===== config.mk =====
export PLATFORM = sky130hd
export DESIGN_NAME = byte_ring_fifo_unit
export DESIGN_NICKNAME = d
export VERILOG_FILES = /design/src/rtl/core/brf_pkg.sv /design/src/rtl/core/brf_ram.sv /design/src/rtl/core/brf_count.sv /design/src/rtl/core/brf_ctrl.sv /design/src/rtl/core/byte_ring_fifo_unit.sv
export SDC_FILE = /design/constraint.sdc
export NUM_CORES = 2
export LEC_CHECK = 0
export BUFFER_PORTS_ARGS = -buffer_cell sky130_fd_sc_hd__buf_2
export CORE_MARGIN = 10
export CORE_UTILIZATION = 63
export DETAILED_ROUTE_END_ITERATION = 8
export GPL_ROUTABILITY_DRIVEN = 0
export PLACE_DENSITY = 0.77
export SYNTH_ARGS = -nofsm -noshare
export SYNTH_HDL_FRONTEND = slang
export SYNTH_HIERARCHICAL = 1
export SYNTH_SLANG_ARGS = --single-unit

===== constraint.sdc =====
create_clock -name clk -period 6.9 [get_ports clk]
set_input_delay 0.345 -clock clk [delete_from_list [all_inputs] [get_ports clk]]
set_output_delay 0.345 -clock clk [all_outputs]
set_load 0.01 [all_outputs]

===== src/rtl/core/brf_pkg.sv =====
// Shared types, constants and helper functions of the byte ring FIFO.
`default_nettype none

package brf_pkg;

    localparam int STORE_DEPTH = 256;
    localparam int MAX_BURST   = 64;

    localparam int IDX_W  = $clog2(STORE_DEPTH);
    localparam int LEN_W  = $clog2(STORE_DEPTH + 1);
    localparam int CFG_W  = 9;
    localparam int SAT_W  = (LEN_W > CFG_W) ? LEN_W : CFG_W;
    localparam int CNT_W  = (LEN_W > 8) ? LEN_W : 8;
    localparam int BLEN_W = 7;
    localparam int BYTE_W = 8;

    localparam logic [LEN_W-1:0] LEN_MIN   = LEN_W'(2);
    localparam logic [LEN_W-1:0] LEN_MAX   = LEN_W'(STORE_DEPTH);
    localparam logic [LEN_W-1:0] LEN_RESET =
        LEN_W'((STORE_DEPTH < 256) ? STORE_DEPTH : 256);
    localparam logic [BLEN_W-1:0] BURST_MAX = BLEN_W'(MAX_BURST);

    typedef enum logic [1:0] {
        OP_PUSH   = 2'd0,
        OP_POP    = 2'd1,
        OP_BURST  = 2'd2,
        OP_STATUS = 2'd3
    } opcode_t;

    typedef enum logic [1:0] {
        ST_OK    = 2'd0,
        ST_EMPTY = 2'd1,
        ST_FULL  = 2'd2
    } status_t;

    typedef enum logic {
        S_IDLE  = 1'b0,
        S_BURST = 1'b1
    } state_t;

    // Ring position: both indices and the length in use.
    typedef struct packed {
        logic [IDX_W-1:0] rd;
        logic [IDX_W-1:0] wr;
        logic [LEN_W-1:0] len;
    } ptr_t;

    // Occupancy figures derived from the ring position.
    typedef struct packed {
        logic [CNT_W-1:0] avail;
        logic [CNT_W-1:0] free;
        logic [CNT_W-1:0] contig;
        logic             empty;
        logic             full;
    } count_t;

    // One request to the byte store.
    typedef struct packed {
        logic              we;
        logic [IDX_W-1:0]  waddr;
        logic [BYTE_W-1:0] wdata;
        logic              re;
        logic [IDX_W-1:0]  raddr;
    } ram_req_t;

    // Registered result control; the popped byte comes straight from the store.
    typedef struct packed {
        logic    strobe;
        logic    from_ram;
        status_t status;
        logic    last;
    } res_t;

    function automatic logic [IDX_W-1:0] next_idx(input logic [IDX_W-1:0] ix,
                                                  input logic [LEN_W-1:0] len);
        logic [LEN_W-1:0] inc;
        inc = LEN_W'(ix) + LEN_W'(1);
        return (inc >= len) ? '0 : inc[IDX_W-1:0];
    endfunction

    function automatic logic [LEN_W-1:0] sat_len(input logic [CFG_W-1:0] v);
        logic [SAT_W-1:0] wide;
        wide = SAT_W'(v);
        if (wide < SAT_W'(LEN_MIN))
            return LEN_MIN;
        if (wide > SAT_W'(LEN_MAX))
            return LEN_MAX;
        return wide[LEN_W-1:0];
    endfunction

endpackage

`default_nettype wire


===== src/rtl/core/brf_ram.sv =====
// Generic single-clock RAM with one write port and one registered read port.
`default_nettype none

module brf_ram #(
    parameter int WIDTH = 8,
    parameter int DEPTH = 256
) (
    input  wire logic                     clk,
    input  wire logic                     we,
    input  wire logic [$clog2(DEPTH)-1:0] waddr,
    input  wire logic [WIDTH-1:0]         wdata,
    input  wire logic                     re,
    input  wire logic [$clog2(DEPTH)-1:0] raddr,
    output logic      [WIDTH-1:0]         rdata
);

    logic [WIDTH-1:0] mem [DEPTH];
    logic [WIDTH-1:0] rdata_reg;

    always_ff @(posedge clk)
    begin
        if (we)
        begin
            mem[waddr] <= wdata;
        end
        if (re)
        begin
            rdata_reg <= mem[raddr];
        end
    end

    assign rdata = rdata_reg;

endmodule

`default_nettype wire


===== src/rtl/core/brf_count.sv =====
// Occupancy arithmetic: available, free and contiguous byte counts.
`default_nettype none

module brf_count (
    input  wire brf_pkg::ptr_t   ptr,
    output brf_pkg::count_t      cnt
);

    import brf_pkg::*;

    logic [LEN_W-1:0] rd_w;
    logic [LEN_W-1:0] wr_w;
    logic [LEN_W-1:0] used;
    logic [LEN_W-1:0] to_end;
    logic [LEN_W-1:0] contig;

    always_comb
    begin
        rd_w = LEN_W'(ptr.rd);
        wr_w = LEN_W'(ptr.wr);
        if (wr_w >= rd_w)
            used = wr_w - rd_w;
        else
            used = ptr.len - (rd_w - wr_w);
        to_end = ptr.len - rd_w;
        if (used == '0)
            contig = '0;
        else if (used < to_end)
            contig = used;
        else
            contig = to_end;

        cnt.avail  = CNT_W'(used);
        cnt.free   = CNT_W'(ptr.len - used - LEN_W'(1));
        cnt.contig = CNT_W'(contig);
        cnt.empty  = (used == '0);
        cnt.full   = (used >= ptr.len - LEN_W'(1));
    end

endmodule

`default_nettype wire


===== src/rtl/core/brf_ctrl.sv =====
// Command sequencer: ring indices, length register, store requests and result flags.
`default_nettype none

module brf_ctrl (
    input  wire logic                          clk,
    input  wire logic                          rst_n,
    input  wire logic                          start,
    input  wire logic [1:0]                    opcode,
    input  wire logic [brf_pkg::BYTE_W-1:0]    data_in,
    input  wire logic [brf_pkg::BLEN_W-1:0]    burst_len,
    input  wire logic                          cfg_valid,
    input  wire logic [brf_pkg::CFG_W-1:0]     cfg_data,
    input  wire brf_pkg::count_t               cnt,
    output logic                               busy,
    output logic                               cfg_ready,
    output brf_pkg::ptr_t                      ptr,
    output brf_pkg::ram_req_t                  ram_req,
    output brf_pkg::res_t                      res
);

    import brf_pkg::*;

    state_t            state_reg,  state_next;
    logic [IDX_W-1:0]  rd_reg,     rd_next;
    logic [IDX_W-1:0]  wr_reg,     wr_next;
    logic [LEN_W-1:0]  len_reg,    len_next;
    logic [BLEN_W-1:0] remain_reg, remain_next;
    logic              strobe_reg, strobe_next;
    logic              from_ram_reg, from_ram_next;
    status_t           status_reg, status_next;
    logic              last_reg,   last_next;

    logic [BLEN_W-1:0] blen_sat;
    logic [BLEN_W-1:0] burst_n;

    always_ff @(posedge clk or negedge rst_n)
    begin
        if (!rst_n)
        begin
            state_reg    <= S_IDLE;
            rd_reg       <= '0;
            wr_reg       <= '0;
            len_reg      <= LEN_RESET;
            remain_reg   <= '0;
            strobe_reg   <= 1'b0;
            from_ram_reg <= 1'b0;
        end
        else
        begin
            state_reg    <= state_next;
            rd_reg       <= rd_next;
            wr_reg       <= wr_next;
            len_reg      <= len_next;
            remain_reg   <= remain_next;
            strobe_reg   <= strobe_next;
            from_ram_reg <= from_ram_next;
        end
    end

    always_ff @(posedge clk)
    begin
        status_reg <= status_next;
        last_reg   <= last_next;
    end

    always_comb
    begin
        blen_sat = (burst_len > BURST_MAX) ? BURST_MAX : burst_len;
        if (CNT_W'(blen_sat) > cnt.avail)
            burst_n = cnt.avail[BLEN_W-1:0];
        else
            burst_n = blen_sat;
    end

    always_comb
    begin
        state_next    = state_reg;
        rd_next       = rd_reg;
        wr_next       = wr_reg;
        len_next      = len_reg;
        remain_next   = remain_reg;
        strobe_next   = 1'b0;
        from_ram_next = 1'b0;
        status_next   = ST_OK;
        last_next     = 1'b1;

        ram_req.we    = 1'b0;
        ram_req.waddr = wr_reg;
        ram_req.wdata = data_in;
        ram_req.re    = 1'b0;
        ram_req.raddr = rd_reg;

        busy      = (state_reg == S_BURST);
        cfg_ready = (state_reg == S_IDLE) && !start;

        case (state_reg)
            S_IDLE:
            begin
                if (start)
                begin
                    strobe_next = 1'b1;
                    case (opcode_t'(opcode))
                        OP_PUSH:
                        begin
                            if (cnt.full)
                            begin
                                status_next = ST_FULL;
                            end
                            else
                            begin
                                ram_req.we = 1'b1;
                                wr_next    = next_idx(wr_reg, len_reg);
                            end
                        end
                        OP_POP:
                        begin
                            if (cnt.empty)
                            begin
                                status_next = ST_EMPTY;
                            end
                            else
                            begin
                                ram_req.re    = 1'b1;
                                rd_next       = next_idx(rd_reg, len_reg);
                                from_ram_next = 1'b1;
                            end
                        end
                        OP_BURST:
                        begin
                            if (cnt.empty)
                            begin
                                status_next = ST_EMPTY;
                            end
                            else if (burst_len != '0)
                            begin
                                // The first byte is read right away; the rest follow
                                // one per cycle from the burst state.
                                ram_req.re    = 1'b1;
                                rd_next       = next_idx(rd_reg, len_reg);
                                from_ram_next = 1'b1;
                                last_next     = (burst_n == BLEN_W'(1));
                                if (burst_n != BLEN_W'(1))
                                begin
                                    remain_next = burst_n - BLEN_W'(1);
                                    state_next  = S_BURST;
                                end
                            end
                        end
                        default:
                        begin
                            status_next = ST_OK;
                        end
                    endcase
                end
                else if (cfg_valid)
                begin
                    len_next = sat_len(cfg_data);
                    rd_next  = '0;
                    wr_next  = '0;
                end
            end
            S_BURST:
            begin
                ram_req.re    = 1'b1;
                rd_next       = next_idx(rd_reg, len_reg);
                strobe_next   = 1'b1;
                from_ram_next = 1'b1;
                last_next     = (remain_reg == BLEN_W'(1));
                remain_next   = remain_reg - BLEN_W'(1);
                if (remain_reg == BLEN_W'(1))
                begin
                    state_next = S_IDLE;
                end
            end
            default:
            begin
                state_next = S_IDLE;
            end
        endcase
    end

    assign ptr.rd  = rd_reg;
    assign ptr.wr  = wr_reg;
    assign ptr.len = len_reg;

    assign res.strobe   = strobe_reg;
    assign res.from_ram = from_ram_reg;
    assign res.status   = status_reg;
    assign res.last     = last_reg;

endmodule

`default_nettype wire


===== src/rtl/core/byte_ring_fifo_unit.sv =====
// Top level of the byte ring FIFO: sequencer, byte store and occupancy counts.
//
//   channel   | signals                                         | transfer
//   ----------+-------------------------------------------------+---------------------------
//   command   | start, busy, opcode, data_in, burst_len         | start high while busy low
//   config    | cfg_valid, cfg_ready, cfg_data                  | cfg_valid and cfg_ready high
//   result    | strobe, data_out, status, avail_count,          | strobe high, one cycle
//             | free_count, contiguous_count, last              |
//
// Push, pop and status requests may be issued back to back; the result shows in
// the cycle after the request is taken.
// A pop burst of N bytes gives N results on consecutive cycles, one byte per cycle,
// set by the single read port of the byte store; busy is high with all but the last.
// Reset empties the ring and sets the length to its maximum; the store itself is not
// cleared. The result side has no stall: every result is taken in its strobe cycle.
`default_nettype none

module byte_ring_fifo_unit (
    input  wire logic                          clk,
    input  wire logic                          rst_n,
    input  wire logic                          start,
    output logic                               busy,
    input  wire logic [1:0]                    opcode,
    input  wire logic [brf_pkg::BYTE_W-1:0]    data_in,
    input  wire logic [brf_pkg::BLEN_W-1:0]    burst_len,
    input  wire logic                          cfg_valid,
    output logic                               cfg_ready,
    input  wire logic [brf_pkg::CFG_W-1:0]     cfg_data,
    output logic                               strobe,
    output logic [brf_pkg::BYTE_W-1:0]         data_out,
    output logic [1:0]                         status,
    output logic [7:0]                         avail_count,
    output logic [7:0]                         free_count,
    output logic [7:0]                         contiguous_count,
    output logic                               last
);

    import brf_pkg::*;

    ptr_t              ptr;
    count_t            cnt;
    ram_req_t          ram_req;
    res_t              res;
    logic [BYTE_W-1:0] rdata;

    brf_ctrl u_ctrl (
        .clk       (clk),
        .rst_n     (rst_n),
        .start     (start),
        .opcode    (opcode),
        .data_in   (data_in),
        .burst_len (burst_len),
        .cfg_valid (cfg_valid),
        .cfg_data  (cfg_data),
        .cnt       (cnt),
        .busy      (busy),
        .cfg_ready (cfg_ready),
        .ptr       (ptr),
        .ram_req   (ram_req),
        .res       (res)
    );

    // Only one request is in flight per cycle, so a write and a read never meet
    // on the same entry in the same cycle.
    brf_ram #(
        .WIDTH (BYTE_W),
        .DEPTH (STORE_DEPTH)
    ) u_store (
        .clk   (clk),
        .we    (ram_req.we),
        .waddr (ram_req.waddr),
        .wdata (ram_req.wdata),
        .re    (ram_req.re),
        .raddr (ram_req.raddr),
        .rdata (rdata)
    );

    // The indices already hold the post-request position during the strobe cycle.
    brf_count u_count (
        .ptr (ptr),
        .cnt (cnt)
    );

    assign strobe           = res.strobe;
    assign data_out         = res.from_ram ? rdata : '0;
    assign status           = res.status;
    assign last             = res.last;
    assign avail_count      = cnt.avail[7:0];
    assign free_count       = cnt.free[7:0];
    assign contiguous_count = cnt.contig[7:0];

endmodule

`default_nettype wire


==> summary.txt <==
Die
  • IO Pins: 68
  • Rows: 135
  • Core Box Area: 0.135 mm^2
  • Die ar.: 0.151 mm^2
  • Die Wd: 388 um
  • Die Ht: 388 um
  • Starting Density: 63.3%

Finish
  • Max reg flops: 2048
  • Most common cell after layout, fill and taps aside: edfxtp_1
  • Area grow syn2layout: 11.5%
  • Layout cells sized above 1: 24.4%
  • # nets final: 4910
  • Commonest non-fill, non-tap cells in the layout: edfxtp_1 (2056), mux4_2 (454), buf_4 (345)

Worst setup path
  • R2R depth: 22
  • Crit path DAT: 6.88 ns
  • Crit Path Max Fanout: 16
  • CP Launch Type: flop
  • CP Capture Type: flop
  • R2r setup slk: 0.54 ns
  • Critical setup path kind: reg2reg
  • Reg-to-Reg End: u_store/mem[156][7]
  • Crit Reg-Reg Startpoint: u_ctrl/rd_reg[1]
  • Required @ worst endpoint: 7.42 ns

Detailed routing
  • DR iter-0 viols: 7154
  • WL final: 217000 um
  • DRC viols: 0
  • Routed Antenna Nets: 0
  • Via count: 46500
  • Wire length per cell: 32.3 um
  • DRT Pass-1 Iters: 8
  • Vias/cell: 6.91

Run status
  • Status: finished clean

Clock network
  • H-Tree Depth: 4
  • TritonCTS clock tree: done
  • Worst-skew pair later-pin latency: 0.85 ns
  • CTS sink cnt: 2094
  • Root Buffer: clkbuf_16
  • Hold_buf cts: 14
  • CTS Buf Count: 192
  • CTS clk-pin slew, worst paths: 0.06 ns
  • Worst-case clock buffer depth: 3
  • Post-CTS Setup Bufs: 0
  • Post-CTS Resized: 0

Global routing
  • First-pass GRT wire length: 318000 um
  • Vias in the first global route: 46300
  • Initial antenna violation count: 9
  • GRT overflow: 0
  • Largest net degree at the start of global routing: 147
  • GRT Total Usage: 28.8%

Hold path
  • Hold Crit Class: in2reg
  • Hold Path Depth: 1
  • Hold Startpoint: data_in[4]
  • WHS Endpoint: u_store/mem[163][4]

Synthesis
  • Average size of a mapped cell: 19.3 um^2
  • Mapped Nets: 4555
  • Synthesized cell area: 0.0855 mm^2
  • Post-Syn Instances: 4436
  • YS warnings: 6

Pwr
  • Switching pwr: 0.0136 W
  • Leak: 31.0 nW
  • Combinational Power Share: 38.5%
  • Sw Ratio: 34.4%
  • VDD IR-drop max: 1.41 mV
  • PwrDens: 416 mW/mm^2
  • Clock power frac: 25.7%
  • Internal: 0.0260 W
  • Pwr Total: 0.0397 W
  • Reg power frac: 35.8%

Timing
  • Clock period minus worst slack: 6.36 ns
  • PnR worst setup slack: 0.544 ns
  • Setup TNS: 0 ns
  • Clk_skew: 0.0586 ns
  • Final setup viols: 0
  • Final hold viol count: 0
  • Fin. max-slew vios: 0
  • RSZ-0062 raised after global routing: no
  • Fmax: 157 MHz
  • Hold slack final: 0.0698 ns
  • Max_slew headroom: 8.80%
  • Final period util: 92.1%
  • Worst-Margin Slew: 1.37 ns

Placed design
  • Post-Place Setup Slack: 0.647 ns
  • HPWL after detailed placement: 132000 um
  • PortBufs: 67

Flow run
  • Max_cap viols: 0
==> final cells by class <==
class / instances / area (um^2)
flip-flops and latches: 2094 / 62700
fillers: 7839 / 39800
multi-input cells: 1987 / 20800
clock buffers: 236 / 5050
repair buffers: 433 / 3280
well taps: 1781 / 2230
clock inverters: 116 / 977
inverters: 83 / 314
diodes: 2 / 5.00
==> worst max-delay path, stage by stage, from the launching register on <==
cell and delay [ns]:
dfrtp_4 0.50, fa_1 0.56, inv_1 0.06, ha_1 0.30
a211oi_2 0.28, nor2_1 0.10, xor2_1 0.29, nand3_1 0.19
and2_1 0.23, inv_1 0.07, ha_1 0.24, nand2_1 0.06
nand2_1 0.06, a21o_1 0.17, maj3_1 0.33, a21oi_1 0.17
o21ai_0 0.12, o41a_1 0.36, and4bb_2 0.60, buf_4 0.25
nand3_1 0.56, nor2_1 0.33, buf_4 0.23
==> layer usage <==
metal  up-vias  global-route usage [%]  part of all wire, %
li1      18900                       -                    -
met1     23700                    39.7                   36
met2      3366                    44.1                   47
met3       521                    8.04                   13
met4        14                    11.2                  4.2
met5         -                   0.287                0.066
==> worst max-delay path by stage <==
stage,start,depth (start not counted),endpoint,slack (ns)
2_1_floorplan,u_ctrl/len_reg[1],24,u_store/mem[234][0],1.07
3_3_place_gp,u_ctrl/rd_reg[1],22,u_store/mem[149][1],0.75
3_5_place_dp,u_ctrl/rd_reg[1],22,u_store/mem[156][2],0.65
4_1_cts,u_ctrl/rd_reg[1],22,u_store/mem[156][2],0.62
5_1_grt,u_ctrl/len_reg[1],23,u_store/mem[156][7],0.26
6_report,u_ctrl/rd_reg[1],22,u_store/mem[156][7],0.54
==> power by group through the flow <==
stage               Clock (W)  Sequential, W  Combinational (W)
finish                 0.0102         0.0142             0.0153
global route           0.0108         0.0142             0.0163
CTS                    0.0103         0.0142             0.0151
detailed placement          0         0.0145             0.0149
global placement            0         0.0145             0.0147
floorplan                   0         0.0144             0.0109
==> metrics by stage <==
| stage | std cells | utilization (%) | instance area [um^2] |
|---|---|---|---|
| global route | 6730 | 70.6 | 95400 |
| finish | 6732 | 70.6 | 95400 |
| floorplan | 4436 | - | 85500 |
| detailed placement | 6364 | 66.0 | 89200 |
| CTS | 6730 | 70.6 | 95400 |
| global placement | 6364 | 66.0 | 89200 |
(Power assumes the default switching activity.)
